**src/aba_pkg.sv**
```systemverilog
// ----------------------------------------------------------------------------
// aba_pkg
// Shared constants for the ambient brightness averager: register indexes,
// reset values and field widths.
// ----------------------------------------------------------------------------
package aba_pkg;

	localparam int WINDOW_DEF = 16;

	localparam int CFG_IDX_W  = 2;
	localparam int CFG_DATA_W = 16;
	localparam int VALUE_W    = 8;
	localparam int COUNT_W    = 16;

	localparam logic [CFG_IDX_W-1:0] REG_SAMPLE_INTERVAL = 2'd0;
	localparam logic [CFG_IDX_W-1:0] REG_MIN_BRIGHTNESS  = 2'd1;

	localparam logic [COUNT_W-1:0] SAMPLE_INTERVAL_RST = 16'd800;
	localparam logic [VALUE_W-1:0] MIN_BRIGHTNESS_RST  = 8'd10;
	localparam logic [VALUE_W-1:0] BRIGHTNESS_RST      = 8'd255;
	localparam logic [VALUE_W-1:0] VALUE_MAX           = 8'hFF;

endpackage

```
**src/ambient_brightness_averager.sv**
```systemverilog
// ----------------------------------------------------------------------------
// ambient_brightness_averager
// Averages inverted light readings over a ring of WINDOW samples and
// delivers the display dimming compare value for every PWM tick.
// ----------------------------------------------------------------------------
// Every request is one PWM tick and yields one result. The block takes one
// request per clock while the output side keeps up and presents its result
// through three pipeline stages. The sample ring sits in a synchronous memory
// read when a request is accepted; the running sum is updated in the next
// stage by subtracting the overwritten entry and adding the new one, and the
// division by WINDOW is a multiplication by a reciprocal in the final stage.
// The ring reads as zero after reset through one valid bit per entry, so no
// clearing pass is needed. Configuration writes are taken on every cycle.
module ambient_brightness_averager #(
	parameter int WINDOW = aba_pkg::WINDOW_DEF
) (
	input  logic                          clk,
	input  logic                          arst_n,
	input  logic                          cfg_valid,
	output logic                          cfg_ready,
	input  logic [aba_pkg::CFG_IDX_W-1:0] cfg_index,
	input  logic [aba_pkg::CFG_DATA_W-1:0] cfg_data,
	input  logic                          in_valid,
	output logic                          in_ready,
	input  logic                          sensor_ready,
	input  logic [aba_pkg::VALUE_W-1:0]   sensor_value,
	output logic                          out_valid,
	input  logic                          out_ready,
	output logic [aba_pkg::VALUE_W-1:0]   pwm_compare,
	output logic                          start_conversion
);
	import aba_pkg::*;

	localparam int IDX_W   = (WINDOW > 1) ? $clog2(WINDOW) : 1;
	localparam int SUM_W   = $clog2(255 * WINDOW + 1);
	localparam int SHIFT   = SUM_W + IDX_W;
	localparam int MUL_W   = SUM_W + 1;
	localparam int PROD_W  = SUM_W + MUL_W;
	localparam logic [MUL_W-1:0] RECIP = MUL_W'(((64'd1 << SHIFT) + WINDOW - 1) / WINDOW);
	localparam logic [IDX_W-1:0] LAST_IDX = IDX_W'(WINDOW - 1);

	logic [COUNT_W-1:0] sample_interval_q;
	logic [VALUE_W-1:0] min_brightness_q;
	logic [COUNT_W-1:0] tick_count_q;
	logic [IDX_W-1:0]   wi_q;
	logic [WINDOW-1:0]  ring_vld_q;
	logic [SUM_W-1:0]   sum_q;
	logic [VALUE_W-1:0] brightness_q;

	logic [VALUE_W-1:0] ring_mem [WINDOW];

	logic               vld_s1, take_s1, old_vld_s1;
	logic [VALUE_W-1:0] level_s1, old_s1;
	logic [IDX_W-1:0]   addr_s1;
	logic               vld_s2, take_s2;
	logic [SUM_W-1:0]   sum_s2;
	logic               vld_s3, start_s3;
	logic [VALUE_W-1:0] pwm_s3;

	logic               acc, hit, rdy2, rdy3, adv2, adv3, wr_en;
	logic [VALUE_W-1:0] inv, level_in, old_val;
	logic [IDX_W-1:0]   wi_next;
	logic [SUM_W-1:0]   sum_new;
	logic [PROD_W-1:0]  product;
	logic [VALUE_W-1:0] quot;

	// Each stage frees up when empty or when it hands its request onward.
	assign rdy3     = !vld_s3 || out_ready;
	assign rdy2     = !vld_s2 || rdy3;
	assign in_ready = !vld_s1 || rdy2;
	assign adv2     = vld_s1 && rdy2;
	assign adv3     = vld_s2 && rdy3;
	assign acc      = in_valid && in_ready;
	assign wr_en    = adv2 && take_s1;

	assign cfg_ready = 1'b1;

	assign hit      = sensor_ready && (tick_count_q == sample_interval_q);
	assign inv      = VALUE_MAX - sensor_value;
	assign level_in = (inv < min_brightness_q) ? min_brightness_q : inv;
	assign wi_next  = (wi_q == LAST_IDX) ? '0 : wi_q + 1'b1;

	assign old_val = old_vld_s1 ? old_s1 : '0;
	assign sum_new = sum_q - SUM_W'(old_val) + SUM_W'(level_s1);

	assign product = PROD_W'(sum_s2) * PROD_W'(RECIP);
	assign quot    = product[SHIFT +: VALUE_W];

	always_ff @(posedge clk or negedge arst_n) begin
		if (!arst_n) begin
			sample_interval_q <= SAMPLE_INTERVAL_RST;
			min_brightness_q  <= MIN_BRIGHTNESS_RST;
		end else if (cfg_valid) begin
			case (cfg_index)
				REG_SAMPLE_INTERVAL: begin
					sample_interval_q <= cfg_data;
				end
				REG_MIN_BRIGHTNESS: begin
					min_brightness_q <= cfg_data[VALUE_W-1:0];
				end
				default: begin
				end
			endcase
		end
	end

	always_ff @(posedge clk or negedge arst_n) begin
		if (!arst_n) begin
			tick_count_q <= '0;
			wi_q         <= '0;
			ring_vld_q   <= '0;
			sum_q        <= '0;
			brightness_q <= BRIGHTNESS_RST;
			vld_s1       <= 1'b0;
			vld_s2       <= 1'b0;
			vld_s3       <= 1'b0;
		end else begin
			if (acc && sensor_ready) begin
				tick_count_q <= hit ? '0 : tick_count_q + 1'b1;
			end
			if (acc && hit) begin
				wi_q <= wi_next;
			end
			if (wr_en) begin
				ring_vld_q[addr_s1] <= 1'b1;
				sum_q               <= sum_new;
			end
			if (adv3 && take_s2) begin
				brightness_q <= quot;
			end
			if (in_ready) begin
				vld_s1 <= in_valid;
			end
			if (rdy2) begin
				vld_s2 <= vld_s1;
			end
			if (rdy3) begin
				vld_s3 <= vld_s2;
			end
		end
	end

	// With WINDOW above one, the entry read for a new request never matches the
	// one written by the request leaving the first stage, as the write index moves on a sample.
	always_ff @(posedge clk) begin
		if (acc) begin
			old_s1     <= ring_mem[wi_q];
			old_vld_s1 <= ring_vld_q[wi_q];
			take_s1    <= hit;
			level_s1   <= level_in;
			addr_s1    <= wi_q;
		end
		if (wr_en) begin
			ring_mem[addr_s1] <= level_s1;
		end
	end

	always_ff @(posedge clk) begin
		if (adv2) begin
			take_s2 <= take_s1;
			sum_s2  <= sum_new;
		end
		if (adv3) begin
			start_s3 <= take_s2;
			pwm_s3   <= take_s2 ? quot : brightness_q;
		end
	end

	assign out_valid        = vld_s3;
	assign pwm_compare      = pwm_s3;
	assign start_conversion = start_s3;

endmodule

```
**config.mk**
```make
export PLATFORM = sky130hd
export DESIGN_NAME = ambient_brightness_averager
export DESIGN_NICKNAME = d
export VERILOG_FILES = /design/src/aba_pkg.sv /design/src/ambient_brightness_averager.sv
export SDC_FILE = /design/constraint.sdc
export NUM_CORES = 1
export LEC_CHECK = 0
export ABC_AREA = 1
export BUFFER_PORTS_ARGS = -buffer_cell sky130_fd_sc_hd__buf_2
export CORE_ASPECT_RATIO = 1.5
export CORE_MARGIN = 1
export CORE_UTILIZATION = 36
export DETAILED_ROUTE_END_ITERATION = 7
export SYNTH_ARGS = -nofsm -noshare
export SYNTH_HDL_FRONTEND = slang
export SYNTH_SLANG_ARGS = --single-unit
```
**constraint.sdc**
```tcl
create_clock -name clk -period 3.31 [get_ports clk]
set_clock_uncertainty 0.2 [all_clocks]
set_input_delay 0.662 -clock clk [delete_from_list [all_inputs] [get_ports clk]]
set_output_delay 0.662 -clock clk [all_outputs]
set_load 0.02 [all_outputs]
```
* After elaboration in Yosys (flattened, before gate mapping)
Memory sizes are Yosys's and may differ from the RTL's. A register that Yosys moved wholly into a read port is not among the register bits.
Index checks and enable logic that the tools add are counted.
** Storage, ports and cells
- Bits in registers :: 119
- Word-level logic and storage cells :: 61
- Bits of input ports :: 32
- Output and inout port bits :: 12
- Bits in writable memories :: 128
- Memories kept :: 1
** Memories
- ring_mem :: depth 16, bits a word 8, read ports 1, clocked after Yosys merged registers in 1, write ports 1, RTL line ambient_brightness_averager.sv:50 : logic [VALUE_W-1:0] ring_mem [WINDOW];
** Operators by class
- Bitwise gates (word level) :: 1
- Equal/unequal tests :: 3
- Magnitude comparators :: 4
- Add/sub/neg operators :: 5
- Muxes and demuxes :: 11
- Reductions and logical operators :: 18
** Operator list (count)
- 8-bit 2-to-1 mux :: 3
- 16-bit by 1-bit adder with 16-bit output, second input constant :: 1
- 16-bit == test :: 1
- 16-bit 2-to-1 mux :: 1
- 16-bit bitwise OR :: 1
- 12-bit by 8-bit adder with 12-bit output :: 1
- 12-bit by 8-bit subtractor with 12-bit output :: 1
- 4-bit by 5-bit < comparator with 1-bit output, second input constant :: 2
- 1-bit logical AND :: 9
- 8-bit < comparator :: 1
- 8-bit subtractor, first input constant :: 1
- 4-bit by 1-bit adder with 4-bit output, second input constant :: 1
- 1-bit binary-select mux with 4-bit select :: 1
- 1-bit demux with 4-bit select :: 1
- 4-bit == test, second input constant :: 1
- 4-bit by 1-bit greater-or-equal comparator with 1-bit output, second input constant :: 1
- 1-bit 2-to-1 mux :: 4
- 4-bit 2-to-1 mux :: 1
- 2-bit AND reduction :: 2
- 1-bit logical NOT :: 3
- 1-bit logical OR :: 3
- 2-bit by 1-bit == test with 1-bit output, second input constant :: 1
- 2-bit logical NOT :: 1

* Logic depth before layout (Yosys ltp)
- Word-level depth :: 7
- Gate-level depth with buffers :: 16
- Mapped depth without buffers :: 15

* Worst setup path after synthesis
Ideal clock, no wire load.
- Path kind :: register to register
- From :: register level_s1[1]
- To :: register sum_s2[8] (data pin)
- Library setup time :: 0.255 ns
- Stages on the path, launching flop included :: 12
- Path slack :: 0.605 ns
- Data required time :: 2.855 ns
- Clock period less this slack :: 2.705 ns
- Buffers on the path :: 0
- Data arrival time :: 2.251 ns
- Path through :: edfxtp_1 -> inv_1 -> fa_1 -> inv_1 -> fa_1 -> nand2_1 -> nand2_1 -> o21ai_0 -> inv_1 -> nand2_1 -> nand3b_1 -> and2_1
** Between the ends
- Cells in the longest elaborated chain, start to end :: 1
** RTL lines
- start: declaration :: RTL line ambient_brightness_averager.sv:53 : logic [VALUE_W-1:0] level_s1, old_s1;
- start signal: assignment :: RTL line ambient_brightness_averager.sv:150 : level_s1 <= level_in;
- 12-bit by 8-bit adder with 12-bit output :: RTL line ambient_brightness_averager.sv:84 : assign sum_new = sum_q - SUM_W'(old_val) + SUM_W'(level_s1);
- net sum_new[8] :: RTL line ambient_brightness_averager.sv:63 : logic [SUM_W-1:0] sum_new;
- end signal: assignment :: RTL line ambient_brightness_averager.sv:161 : sum_s2 <= sum_new;
- end: declaration :: RTL line ambient_brightness_averager.sv:56 : logic [SUM_W-1:0] sum_s2;
The timed path passes the listed nets, and every way through them passes these cells.
A chain may end at the register's enable or synchronous reset.

* Worst setup path in the final report
- From :: register old_vld_s1
- To :: register sum_s2[8] (data pin)
** Between the ends
- Cells in the longest elaborated chain, start to end :: 3
** RTL lines
- start: declaration :: RTL line ambient_brightness_averager.sv:52 : logic vld_s1, take_s1, old_vld_s1;
- start signal: assignment :: RTL line ambient_brightness_averager.sv:148 : old_vld_s1 <= ring_vld_q[wi_q];
- 8-bit 2-to-1 mux :: RTL line ambient_brightness_averager.sv:83 : assign old_val = old_vld_s1 ? old_s1 : '0;
- 12-bit by 8-bit subtractor with 12-bit output :: RTL line ambient_brightness_averager.sv:84
- 12-bit by 8-bit adder with 12-bit output :: RTL line ambient_brightness_averager.sv:84
- net sum_new[8] :: RTL line ambient_brightness_averager.sv:63
The timed path passes the listed nets, and every way through them passes these cells.

==> out/qor.csv <==
metric;value;unit
gp_congestion;0.9027;
fp.dieH;224.3;µm
min_path_cells;3;
htree_levels;1;
async_reset_ff_frac;0.3307;
hpwl;21620;µm
period_needed;2914;ps
crit_path_max_fanout;8;
max_cap_viol_count;0;
vias_per_cell;4.922;
drv_slew;0;
clock_latency;540;ps
status;complete, no violations;
port_buffers;42;
clock-root-buffer;clkbuf_16;
rrSetupSlack;400;ps
antenna_left;0;
die_width;150.2;µm
post-place-cells;1701;
wl_per_cell;17.08;µm
n_antenna_cell;0;
synth_edf_count;168;
p_leak;0.005882;µW
fp-row-count;81;
clockBufferDepth;3;
overflow;0;
synthTopCellsByArea;edfxtp_1 (43%), dfrtp_1 (15%), nand2_1 (8.5%), nor2_1 (5.4%), o21ai_0 (5.3%);
cts_tree;done;
grt_max_degree;67;
drt-initial-drc-count;460;
critPathLaunchType;flop;
end_kind;flop;
yosysWarnings;0;
timing.rr.start;old_vld_s1;
crit_type;flop to flop;
path_clk_slew;60;ps
cts-buffers-inserted;26;
grt_antenna_before_repair;0;
stdcell_count;1750;
worstPathArrival;3000;ps
cts_setup_buffers;0;
r2r-end;sum_s2[8];
core;32530;µm²
crit_required;3400;ps
num_vias;8614;
final.period_utilization;0.8803;
final_core_util;0.4177;
die_area;33680;µm²
nets;1376;
whs_endpoint;sample_interval_q[9];
wl;29890;µm
mappedNetlistArea;11860;µm²
synth_top_area_cell;edfxtp_1;
netlist.area_leader.share;0.4255;
io_pins;44;
timing.setup.tns;0;ps
synth.most_common_cell;nand2_1;
yosysUniqueCellTypes;40;
power_density;708.4;nW/µm²
hold_violations;0;
ys.flop_type;edfxtp_1;
dr.pass1.iters;7;
syn_nets;1306;
worst_pin_slew;983.7;ps
ys_seq_area_frac;0.6020;
ys_seq_elements;251;
ir_drop;0.4819;mV
initial_core_util;0.3644;
timing.fmax;0.3432;GHz
grt_use_total;0.1847;
hold_class;primary input to flop;
syn_inst;1245;
clock_sinks;251;
maxSlewHeadroom;0.3426;
drive_gt1_frac;0.1243;
n_fill_cell;3138;
rsz0062_at_grt;false;
postSynthAreaPerCell;9.523;µm²
synthTopCellsByCount;nand2_1 (268), nor2_1 (169), edfxtp_1 (168);
grt_pass1_vias;8697;
worst_hold_startpoint;cfg_data[9];
reg2reg_depth;12;
multi_input_area;3943;µm²
syn_to_final_growth;14.61;%
regArea;7139;µm²
drc_errors;0;
grt_pass1_wl;46990;µm
setup_viol;0;
critical path: stages, from the launching register on:
cell and delay, ps:
edfxtp_1 500, nand2_1 110, inv_1 50, fa_1 470
inv_1 60, fa_1 460, nand2_1 100, nand2_1 50
o21ai_0 230, inv_1 80, nand2_1 90, nand3b_1 90
and2_1 170
state kept, by name (all words and copies together) (netlist names), 4 cells and up:
register	flops
brightness_q	8
level_s1	8
sample_interval_q	16
ring_mem	128
addr_s1	4
ring_vld_q	16
pwm_compare	8
tick_count_q	16
sum_q	12
sum_s2	8
wi_q	4
old_s1	8
min_brightness_q	8
area by class of cell:
class,count,area share
Sequential cell,251,0.5254
Inverter,158,0.04365
Multi-Input combinational cell,796,0.2901
Timing Repair Buffer,82,0.03978
Clock buffer,38,0.05497
Clock inverter,10,0.007827
Tap cell,415,0.03821
layout by cell type (no fill, tap or decap), types with 2 or more instances in the layout:
cell         n
a21oi_1     38
and2_1       5
buf_12       2
buf_2       41
buf_4       38
bufinv_16    2
clkbuf_1     8
clkbuf_16   27
clkbuf_8     3
clkinv_1     2
clkinv_2     5
clkinv_4     2
dfrtp_1     69
dfstp_2     13
edfxtp_1   168
fa_1         8
ha_1        21
inv_1      148
inv_2        9
nand2_1    268
nand2_2     10
nand3_1     57
nand3b_1     2
nand4_1     17
nor2_1     169
nor2_2       6
o211ai_1    10
o21a_1       2
o21ai_0    126
o221ai_1     8
o22ai_1     16
or2_1        6
or2_2        3
xnor2_1      8
xor2_1       7
routing by layer:
| layer | track usage | vias to the layer above | share of wire |
|---|---|---|---|
| met5 | 0 | - | 0 |
| met1 | 0.1940 | 4099 | 0.37 |
| met2 | 0.3560 | 190 | 0.55 |
| met3 | 0.01947 | 64 | 0.035 |
| met4 | 0.09319 | 0 | 0.047 |
| li1 | - | 4261 | - |
metrics by stage:
stage          setup WS [ps]  power, µW  hold WS, ps  area, µm²
6_report               396.2       9626        157.5      13590
5_1_grt                185.0      10230        149.4      13590
4_1_cts                393.7       9708        143.6      13590
3_5_place_dp           393.8       6787        245.7      12720
3_3_place_gp           427.0       6722        242.6      12720
2_1_floorplan          604.6       6042        166.4      11860
repair_timing:
action / CTS / global route
hold endpoints to repair: 37 / 0
hold buffers: 1 / 0
gates resized for setup: 0 / 0
endpoints found under the setup margin: 0 / 0
how the worst max path moves through the flow:
stage,cells past startpoint,slack [ps],end,from
finish,12,400,sum_s2[8],old_vld_s1
global route,10,180,sum_s2[8],old_vld_s1
CTS,12,390,sum_s2[8],old_vld_s1
detailed placement,12,390,sum_s2[8],old_vld_s1
global placement,12,430,sum_s2[8],old_vld_s1
floorplan,11,600,sum_s2[8],level_s1[1]
power by group:
part / internal, µW / switching (µW) / total, µW
sequential: 3940 / 251 / 4190
clock: 1720 / 1190 / 2910
combinational: 912 / 1620 / 2530
logic make-up (layout without fill, tap and decap cells):
logic type / Yosys count / count (layout) / synth area share
and+or+nand+nor: 547 / 547 / 0.1915
DFF: 251 / 251 / 0.6020
AOI/OAI and AO/OA: 204 / 204 / 0.09392
buffers and inverters: 198 / 288 / 0.06543
adders and majority gates: 29 / 29 / 0.03567
xor gates and xnor gates: 15 / 15 / 0.01108
other: 1 / 1 / 0.0003163
Power figures use the tool's default switching activity.
